File: config.mk
export PLATFORM = sky130hd
export DESIGN_NAME = masked_transition_moore_fsm
export DESIGN_NICKNAME = d
export VERILOG_FILES = /design/src/design/mtm_pkg.sv /design/src/design/masked_transition_moore_fsm.sv /design/src/design/mtm_table.sv
export VERILOG_INCLUDE_DIRS = /design/src /design/src/design
export SDC_FILE = /design/constraint.sdc
export NUM_CORES = 2
export LEC_CHECK = 0
export ABC_AREA = 1
export BUFFER_PORTS_ARGS = -buffer_cell sky130_fd_sc_hd__buf_2
export CAP_MARGIN = 10
export CORE_ASPECT_RATIO = 1.2
export CORE_MARGIN = 2
export CORE_UTILIZATION = 25
export DETAILED_ROUTE_END_ITERATION = 6
export PLACE_DENSITY_LB_ADDON = 0.2
export SETUP_SLACK_MARGIN = 0.05
export SLEW_MARGIN = 20
export SYNTH_ARGS = -nofsm -noshare
export SYNTH_HDL_FRONTEND = slang
export SYNTH_SLANG_ARGS = --single-unit
File: constraint.sdc
create_clock -name clk -period 7.56 [get_ports clk]
set_input_delay 1.512 -clock clk [delete_from_list [all_inputs] [get_ports clk]]
set_output_delay 1.512 -clock clk [all_outputs]
set_load 0.02 [all_outputs]
File: src/design/masked_transition_moore_fsm_assert.svh
// Assertion macros used by the state machine RTL.
`ifndef MASKED_TRANSITION_MOORE_FSM_ASSERT_SVH
`define MASKED_TRANSITION_MOORE_FSM_ASSERT_SVH

`ifndef SYNTH

// Same-cycle implication: when ante holds, cons must hold.
`define MTM_ASSERT_IMP(label, clk, rst_n, ante, cons) \
	label: assert property (@(posedge clk) disable iff (!rst_n) (ante) |-> (cons)) \
		else $error("mtm assertion failed");

// Next-cycle implication: when ante holds, cons must hold in the next cycle.
`define MTM_ASSERT_NXT(label, clk, rst_n, ante, cons) \
	label: assert property (@(posedge clk) disable iff (!rst_n) (ante) |=> (cons)) \
		else $error("mtm assertion failed");

`else

`define MTM_ASSERT_IMP(label, clk, rst_n, ante, cons)
`define MTM_ASSERT_NXT(label, clk, rst_n, ante, cons)

`endif

`endif

File: src/design/mtm_pkg.sv
// Types and constants of the masked-transition Moore state machine.
package mtm_pkg;

	localparam int STATE_W = 4;
	localparam int ENTRY_W = 3;
	localparam int LINE_W  = 10;
	localparam int CNT_W   = 4;

	localparam logic [1:0] MODE_TICK  = 2'd0;
	localparam logic [1:0] MODE_OUT   = 2'd1;
	localparam logic [1:0] MODE_ENTRY = 2'd2;
	localparam logic [1:0] MODE_SET   = 2'd3;

	typedef struct packed {
		logic [LINE_W-1:0]  mask;
		logic [LINE_W-1:0]  value;
		logic [STATE_W-1:0] target;
	} entry_t;

endpackage

File: src/design/masked_transition_moore_fsm.sv
// Top level of the programmable Moore state machine with masked transitions.
//
//  channel  | handshake           | payload
//  ---------+---------------------+------------------------------------------------
//  in       | in_valid / in_ready | mode, state_index, entry_index, mask,
//           |                     | match_values, target_state, output_level,
//           |                     | entry_count, input_bits
//  out      | out_valid/out_ready | present_state, moore_out
//
// A load item (modes 1 to 3) goes from ST_IDLE straight to ST_DONE after accept.
// A tick tests entries in order, at most the state's count, and stops at the first match:
// each entry passes ST_RD for the memory read and ST_CMP for the compare unit.
// One item is in work at a time; in_ready is low from accept until its result
// enters the output register, which holds while out_ready is low.
// Reset clears the current state, all state outputs and all counts; no clearing pass.
module masked_transition_moore_fsm #(
	parameter int STATE_COUNT     = 16,
	parameter int MAX_TRANSITIONS = 8,
	parameter int NUM_INPUT_LINES = 10
) (
	input  logic                         clk,
	input  logic                         arst_n,
	input  logic                         in_valid,
	output logic                         in_ready,
	input  logic [1:0]                   mode,
	input  logic [mtm_pkg::STATE_W-1:0]  state_index,
	input  logic [mtm_pkg::ENTRY_W-1:0]  entry_index,
	input  logic [mtm_pkg::LINE_W-1:0]   mask,
	input  logic [mtm_pkg::LINE_W-1:0]   match_values,
	input  logic [mtm_pkg::STATE_W-1:0]  target_state,
	input  logic                         output_level,
	input  logic [mtm_pkg::CNT_W-1:0]    entry_count,
	input  logic [mtm_pkg::LINE_W-1:0]   input_bits,
	output logic                         out_valid,
	input  logic                         out_ready,
	output logic [mtm_pkg::STATE_W-1:0]  present_state,
	output logic                         moore_out
);

	`include "masked_transition_moore_fsm_assert.svh"

	// Only states and slots that the index fields can reach get storage.
	localparam int ST_DEPTH = (STATE_COUNT < (1 << mtm_pkg::STATE_W)) ?
		STATE_COUNT : (1 << mtm_pkg::STATE_W);
	localparam int CNT_MAX = (MAX_TRANSITIONS < (1 << mtm_pkg::ENTRY_W)) ?
		MAX_TRANSITIONS : (1 << mtm_pkg::ENTRY_W);
	localparam int SW    = $clog2(ST_DEPTH);
	localparam int KW    = (CNT_MAX > 1) ? $clog2(CNT_MAX) : 1;
	localparam int CW    = $clog2(CNT_MAX + 1);
	localparam int DEPTH = ST_DEPTH * CNT_MAX;
	localparam int AW    = $clog2(DEPTH);
	localparam logic [mtm_pkg::LINE_W-1:0] LINE_MASK = (NUM_INPUT_LINES >= mtm_pkg::LINE_W) ?
		{mtm_pkg::LINE_W{1'b1}} : mtm_pkg::LINE_W'((64'd1 << NUM_INPUT_LINES) - 64'd1);

	localparam logic [1:0] ST_IDLE = 2'd0;
	localparam logic [1:0] ST_RD   = 2'd1;
	localparam logic [1:0] ST_CMP  = 2'd2;
	localparam logic [1:0] ST_DONE = 2'd3;

	logic [1:0]                   st_q;
	logic [mtm_pkg::STATE_W-1:0]  cur_q;
	logic                         outs_q [ST_DEPTH];
	logic [CW-1:0]                cnts_q [ST_DEPTH];
	logic [KW-1:0]                k_q;
	logic [CW-1:0]                cnt_q;
	logic [mtm_pkg::LINE_W-1:0]   lines_q;
	logic                         out_valid_q;
	logic [mtm_pkg::STATE_W-1:0]  out_state_q;
	logic                         out_moore_q;

	logic                         accept;
	logic                         sidx_ok;
	logic                         eidx_ok;
	logic                         tgt_ok;
	logic [SW-1:0]                sidx;
	logic [SW-1:0]                cur_idx;
	logic [CW-1:0]                cnt_sat;
	logic                         last_entry;
	logic                         done_load;
	logic                         wr_en;
	logic [AW-1:0]                wr_addr;
	mtm_pkg::entry_t              wr_entry;
	logic                         rd_en;
	logic [AW-1:0]                rd_addr;
	logic                         hit;
	logic [mtm_pkg::STATE_W-1:0]  hit_target;

	assign in_ready   = (st_q == ST_IDLE);
	assign accept     = in_valid && in_ready;
	assign sidx_ok    = (32'(state_index) < ST_DEPTH);
	assign eidx_ok    = (32'(entry_index) < CNT_MAX);
	assign tgt_ok     = (32'(hit_target) < ST_DEPTH);
	assign sidx       = state_index[SW-1:0];
	assign cur_idx    = cur_q[SW-1:0];
	assign cnt_sat    = (32'(entry_count) > CNT_MAX) ? CW'(CNT_MAX) : CW'(entry_count);
	assign last_entry = ((CW'(k_q) + CW'(1)) == cnt_q);
	assign done_load  = (st_q == ST_DONE) && (!out_valid_q || out_ready);

	assign wr_en    = accept && (mode == mtm_pkg::MODE_ENTRY) && sidx_ok && eidx_ok;
	assign wr_addr  = AW'(AW'(sidx) * AW'(CNT_MAX) + AW'(entry_index[KW-1:0]));
	assign wr_entry = '{mask: mask & LINE_MASK, value: match_values & LINE_MASK,
		target: target_state};
	assign rd_en    = (st_q == ST_RD);
	assign rd_addr  = AW'(AW'(cur_idx) * AW'(CNT_MAX) + AW'(k_q));

	mtm_table #(
		.DEPTH(DEPTH),
		.AW   (AW)
	) u_table (
		.clk     (clk),
		.wr_en   (wr_en),
		.wr_addr (wr_addr),
		.wr_entry(wr_entry),
		.rd_en   (rd_en),
		.rd_addr (rd_addr),
		.lines   (lines_q),
		.hit     (hit),
		.target  (hit_target)
	);

	always_ff @(posedge clk or negedge arst_n) begin
		if (!arst_n) begin
			st_q    <= ST_IDLE;
			cur_q   <= '0;
			k_q     <= '0;
			cnt_q   <= '0;
			lines_q <= '0;
			for (int i = 0; i < ST_DEPTH; i++) begin
				outs_q[i] <= 1'b0;
				cnts_q[i] <= '0;
			end
		end else begin
			case (st_q)
				ST_IDLE: begin
					if (accept) begin
						st_q <= ST_DONE;
						case (mode)
							mtm_pkg::MODE_TICK: begin
								lines_q <= input_bits & LINE_MASK;
								k_q     <= '0;
								cnt_q   <= cnts_q[cur_idx];
								// no entries: keep the state, report at once
								if (cnts_q[cur_idx] != '0) begin
									st_q <= ST_RD;
								end
							end
							mtm_pkg::MODE_OUT: begin
								if (sidx_ok) begin
									outs_q[sidx] <= output_level;
									cnts_q[sidx] <= cnt_sat;
								end
							end
							mtm_pkg::MODE_SET: begin
								if (sidx_ok) begin
									cur_q <= state_index;
								end
							end
							default: begin
							end
						endcase
					end
				end
				ST_RD: begin
					st_q <= ST_CMP;
				end
				ST_CMP: begin
					if (hit) begin
						// first match ends the search, even with a target out of range
						if (tgt_ok) begin
							cur_q <= hit_target;
						end
						st_q <= ST_DONE;
					end else if (last_entry) begin
						st_q <= ST_DONE;
					end else begin
						k_q  <= k_q + KW'(1);
						st_q <= ST_RD;
					end
				end
				ST_DONE: begin
					if (done_load) begin
						st_q <= ST_IDLE;
					end
				end
				default: begin
					st_q <= ST_IDLE;
				end
			endcase
		end
	end

	always_ff @(posedge clk or negedge arst_n) begin
		if (!arst_n) begin
			out_valid_q <= 1'b0;
		end else if (done_load) begin
			out_valid_q <= 1'b1;
		end else if (out_ready) begin
			out_valid_q <= 1'b0;
		end
	end

	always_ff @(posedge clk) begin
		if (done_load) begin
			out_state_q <= cur_q;
			out_moore_q <= outs_q[cur_idx];
		end
	end

	assign out_valid     = out_valid_q;
	assign present_state = out_state_q;
	assign moore_out     = out_moore_q;

	`MTM_ASSERT_NXT(a_rd_then_cmp, clk, arst_n, st_q == ST_RD, st_q == ST_CMP)
	`MTM_ASSERT_IMP(a_scan_in_count, clk, arst_n, st_q == ST_RD, CW'(k_q) < cnt_q)
	`MTM_ASSERT_IMP(a_cur_in_range, clk, arst_n, 1'b1, 32'(cur_q) < ST_DEPTH)
	`MTM_ASSERT_NXT(a_accept_busy, clk, arst_n, accept, st_q != ST_IDLE)
	`MTM_ASSERT_NXT(a_done_shows, clk, arst_n, done_load, out_valid_q && (st_q == ST_IDLE))

endmodule

File: src/design/mtm_table.sv
// Transition entry memory with the masked compare unit on its read port.
module mtm_table #(
	parameter int DEPTH = 128,
	parameter int AW    = 7
) (
	input  logic                         clk,
	input  logic                         wr_en,
	input  logic [AW-1:0]                wr_addr,
	input  mtm_pkg::entry_t              wr_entry,
	input  logic                         rd_en,
	input  logic [AW-1:0]                rd_addr,
	input  logic [mtm_pkg::LINE_W-1:0]   lines,
	output logic                         hit,
	output logic [mtm_pkg::STATE_W-1:0]  target
);

	mtm_pkg::entry_t mem [DEPTH];
	mtm_pkg::entry_t rd_q;

	always_ff @(posedge clk) begin
		if (wr_en) begin
			mem[wr_addr] <= wr_entry;
		end
		if (rd_en) begin
			rd_q <= mem[rd_addr];
		end
	end

	// Match bits outside the mask never compare equal, as stored.
	assign hit    = ((lines & rd_q.mask) == rd_q.value);
	assign target = rd_q.target;

endmodule

Word level (Yosys, flattened, before mapping). Memory sizes are Yosys's and may differ from the RTL's. A register that Yosys moved wholly into a read port is not among the register bits. Cells that the tools add are included.

Bits of input ports: 52. Memories kept: 1. Bits in writable memories: 3072. Logic and storage cells: 116. Register bits: 109. Output and inout bits: 7.

Muxes and demuxes: 33. Eq/ne operators: 15. Bitwise operators: 3. Add/subtract/negate cells: 4. $lt $le $gt $ge: 4. Reduce and logical (&&, ||, !) cells: 16.

Memories: u_table.mem (depth 128, width 24, rd ports 1, clocked after memory_dff 1, wr ports 1, line mtm_table.sv:17) `mtm_pkg::entry_t mem [DEPTH];`.

Operator list (count): 64-bit bitwise mux (1); 4-bit two-way mux (7); 4-bit binary-select mux with 4-bit select (1); 16-bit bitwise mux (1); 4-bit demux with 4-bit select (1); 7-bit by 3-bit adder with 7-bit output (2); 2-bit two-way mux (6); 3-bit two-way mux (4); 10-bit bitwise AND (1); 10-bit == test (1); 5-bit greater-or-equal comparator (second input constant) (2); 4-bit NOT with 5-bit output (2); 2-bit == test (second input constant) (4); 2-bit != test (second input constant) (4); 2-bit case mux with 4 select lines (1); 4-bit case mux with 2 select lines (1); 1-bit two-way mux (7); 2-bit by 1-bit != test with 1-bit output (second input constant) (3); 3-bit case mux with 2 select lines (1); 3-bit AND reduction (2); 5-bit by 1-bit < comparator with 1-bit output (second input constant) (1); 5-bit AND reduction (1); 3-bit by 1-bit adder with 4-bit output (second input constant) (1); 1-bit binary-select mux with 4-bit select (1); other kinds (13) (19).

Longest topological paths before layout.
Word-level depth: 9. Mapped depth: 16. Depth with buffers taken out: 14.

Cells and area by module. A second synthesis with hierarchy kept.

Cell total of the unflattened synthesis: 10775. Area total of the unflattened synthesis: 129477.9 µm².

By module, submodules not included: mtm_table (seq. area each 92969.2 µm², times used 1, cells each 10121, area each 124241.7 µm²); masked_transition_moore_fsm (seq. area each 2752.6 µm², times used 1, cells each 654, area each 5236.3 µm²).

Worst setup path before layout. Ideal clock, no wire load.

Path type: input to register. From: input port in_valid. To: memory u_table.mem[85][0] (netlist name) (enable). Arrival time: 4.492 ns. Buffers on the path: 0. Required time: 7.094 ns. Cell stages on the path: 4. Setup slack: 2.602 ns. Library setup time: 0.466 ns. Cell sequence: nand2_1 nor3_2 inv_1 nor4_1.

Word-level cells in the longest chain between the ends: 4.

RTL lines: start, declared (line masked_transition_moore_fsm.sv:23) `input logic in_valid,`; 1-bit logical AND (line masked_transition_moore_fsm.sv:89) `assign accept = in_valid && in_ready;`; 1-bit logical AND (line masked_transition_moore_fsm.sv:99) `assign wr_en = accept && (mode == mtm_pkg::MODE_ENTRY) && sidx_ok && eidx_ok;`; 1-bit two-way mux (line mtm_table.sv:21) `if (wr_en) begin`; 1-bit two-way mux (not written as such) (line mtm_table.sv:22) `mem[wr_addr] <= wr_entry;`; end, declared (line mtm_table.sv:17).

No other way between the ends.

Worst setup path in the final report.
From: register k_q[0]. To: register u_table.rd_q[20] (netlist name).

Word-level cells in the longest chain between the ends: 1.

RTL lines: start, declared (line masked_transition_moore_fsm.sv:64) `logic [KW-1:0] k_q;`; start signal, assigned (line masked_transition_moore_fsm.sv:176) `k_q <= k_q + KW'(1);`; 7-bit by 3-bit adder with 7-bit output (line masked_transition_moore_fsm.sv:104) `assign rd_addr = AW'(AW'(cur_idx) * AW'(CNT_MAX) + AW'(k_q));`.

No other way between the ends. A chain may end at the register's enable or synchronous reset.

==> impl_metrics.env <==
export IMPL_fp_dieW_um=656
export IMPL_final_common_cell="edfxtp_1"
export IMPL_rsz0062_at_grt="no"
export IMPL_irDropWorstVdd_mv=0.251
export IMPL_path_clk_slew_ns=0.07
export IMPL_p_comb_frac=0.286
export IMPL_grt_pass1_wl_mm=635
export IMPL_cts_repair_resized=0
export IMPL_r2r_cells=11
export IMPL_finClkSkew_ns=0.102
export IMPL_p_leak_nw=47.6
export IMPL_route_vias_total=83200
export IMPL_grtUsageTotal=0.170
export IMPL_postCtsSetupBuffers=0
export IMPL_worst_hold_slack_ns=0.483
export IMPL_finalWeightedCongestion=0.810
export IMPL_crit_path_max_fanout=184
export IMPL_slew_violations=0
export IMPL_die_h_um=787
export IMPL_grt_max_degree=185
export IMPL_async_flop_share=0.0324
export IMPL_clk_path_buf_depth=4
export IMPL_drv_cap=0
export IMPL_outcome="completed"
export IMPL_nets=10100
export IMPL_powerDensity_mw_per_mm2=349
export IMPL_syn_avg_cell_area_um2=12.6
export IMPL_overflow=0
export IMPL_intPower_mw=32.4
export IMPL_p_seq_frac=0.394
export IMPL_relSlewSlack=0.122
export IMPL_clk_latency_ns=0.97
export IMPL_drive_gt1_frac=0.0903
export IMPL_critPathLaunchType="flop"
export IMPL_firstDrtPassIters=5
export IMPL_cp_required_ns=8.33
export IMPL_drt_wl_total_mm=454
export IMPL_dieArea_mm2=0.516
export IMPL_worst_setup_path_end_kind="flop"
export IMPL_numCtsBuffers=331
export IMPL_synth_distinct_cells=34
export IMPL_core_mm2=0.509
export IMPL_power_frac_clock=0.320
export IMPL_switching_power_mw=18.8
export IMPL_hold_buffers=0
export IMPL_ys_flop_type="edfxtp_1"
export IMPL_h_tree_depth=5
export IMPL_worst_pin_slew_ns=1.32
export IMPL_hold_violations=0
export IMPL_wl_per_cell_um=26.5
export IMPL_syn_to_final_growth_pct=14.8
export IMPL_ys_seq_elements=3205
export IMPL_syn_area_mm2=0.128
export IMPL_arrival_ns=6.38
export IMPL_clkSinkCount=3205
export IMPL_finalCritPeriodShare=0.742
export IMPL_critPathKind="reg -> reg"
export IMPL_grt_pass1_vias=81800
export IMPL_rows=287
export IMPL_drc_errors=0
export IMPL_vias_per_cell=4.85
export IMPL_portBuffers=58
export IMPL_hpwlAfterDp_mm=247
export IMPL_antenna_found_initial=14
export IMPL_fmax_mhz=178
export IMPL_setup_tns_final_ns=0
export IMPL_num_fill_cells=51600
export IMPL_yosys_warnings=0
export IMPL_finalSetupViolations=0
export IMPL_cts_tree="done"
export IMPL_ant_nets=0
export IMPL_root_buffer="clkbuf_16"
export IMPL_initial_core_util=0.251
export IMPL_holdPathStages=2
export IMPL_min_period_ns=5.61
export IMPL_io_pins=59
export IMPL_synth_fp_nets=10200
export IMPL_swShare=0.367
export IMPL_synth_edff_count=3101
export IMPL_drt_iter0_markers=7688
export IMPL_min_path_type="reg -> reg"
export IMPL_ys_seq_area_frac=0.750
export IMPL_layout_common_cells="edfxtp_1 (3101), nand2_1 (1562), nor2_1 (1383)"
export IMPL_syn_inst=10100
## worst max-delay path, stage by stage, from the launching register on
cell and delay, ns:
dfrtp_4 0.66, inv_16 0.36, buf_4 0.76, buf_4 0.71, o21ai_0 0.16, o22ai_1 0.17
nand2_1 0.09, nand3_1 0.27, nand3_1 0.34, nand3_1 0.54, nand3_1 0.57, nand2_1 0.18
## per-stage QoR
step                total power, mW   util  cell area [um2]  cells  setup slack, ns
finish                         51.2  0.288           147000  17200             1.95
global route                   53.2  0.288           147000  17100             1.80
CTS                            51.7  0.288           147000  17100             1.89
detailed placement             35.3  0.267           136000  16500             1.96
global placement               35.3  0.267           136000  16500             1.96
floorplan                      28.2      -           128000  10100             2.60
## synth_stat cells, types with 53 or more instances
cell | instances | share of area
inv_1 | 81 | 0.0024
a21boi_0 | 139 | 0.0082
buf_4 | 70 | 0.0041
nor2_1 | 1501 | 0.044
o22ai_1 | 588 | 0.029
dfrtp_1 | 104 | 0.020
o21ai_1 | 91 | 0.0036
buf_2 | 120 | 0.0047
clkbuf_1 | 398 | 0.012
nand2_1 | 1564 | 0.046
o21ai_0 | 1366 | 0.054
a21oi_1 | 196 | 0.0077
edfxtp_1 | 3101 | 0.73
buf_1 | 53 | 0.0016
nand3_1 | 627 | 0.025
## sequential cells by signal (all words and copies together) (netlist names)
register        cells
out_valid           1
st_q                2
u_table.mem      3072
moore_out           1
k_q                 3
u_table.target      4
cur_idx             4
lines_q            10
present_state       4
u_table.rd_q       20
cnt_q               4
outs_q             16
cnts_q             64
## cell families (layout without fill, tap and decap cells)
| group | after synthesis | in the layout | synth area share |
|---|---|---|---|
| other | 0 | 18 | 0 |
| AND/OR/NAND/NOR | 3725 | 3725 | 0.116 |
| adder cells (fa/ha/maj) | 1 | 1 | 0.0000980 |
| buffers and inverters | 775 | 993 | 0.0290 |
| flip-flops | 3205 | 3205 | 0.750 |
| XOR/XNOR | 13 | 13 | 0.000892 |
| multiplexers | 25 | 25 | 0.00196 |
| AO/OA/AOI/OAI | 2384 | 2384 | 0.102 |
## final cells by class
class | count | area, um2 | area share
Timing Repair Buffer | 320 | 2760 | 0.0188
Clock inverter | 187 | 1830 | 0.0125
Clock buffer | 400 | 8690 | 0.0593
Antenna cell | 18 | 45.0 | 0.000307
Multi-Input combinational cell | 6148 | 28700 | 0.196
Inverter | 86 | 368 | 0.00251
Sequential cell | 3205 | 95700 | 0.653
Tap cell | 6791 | 8500 | 0.0580
## power by group through the flow
| stage | combinational (mW) | sequential [mW] | clock (mW) |
|---|---|---|---|
| global placement | 14.8 | 20.5 | 0 |
| CTS | 14.8 | 20.1 | 16.7 |
| floorplan | 7.99 | 20.2 | 0 |
| global route | 15.7 | 20.1 | 17.4 |
| detailed placement | 14.8 | 20.5 | 0 |
| finish | 14.7 | 20.1 | 16.4 |
## final timing paths
check	from	to	slack, ns
worst min-delay path	outs_q[5]$_DFFE_PN0P_	outs_q[5]$_DFFE_PN0P_	0.48
worst max register to register	k_q[0]$_DFFE_PN0P_	u_table.rd_q[20]$_DFFE_PP_	1.95
min in group asynchronous	arst_n	lines_q[6]$_DFFE_PN0P_	0.53
worst max-delay path	k_q[0]$_DFFE_PN0P_	u_table.rd_q[20]$_DFFE_PP_	1.95
worst min register to register	outs_q[5]$_DFFE_PN0P_	outs_q[5]$_DFFE_PN0P_	0.48
max in group asynchronous	arst_n	k_q[1]$_DFFE_PN0P_	5.59
## routing by layer
metal / up-vias / part of all wire / global-route usage
met5: - / 0 / 0
met4: 0 / 0.045 / 0.0721
met3: 640 / 0.049 / 0.0196
met2: 2598 / 0.49 / 0.295
met1: 43200 / 0.41 / 0.213
li1: 36800 / - / -
No activity file was read; power rests on OpenSTA's default activity.
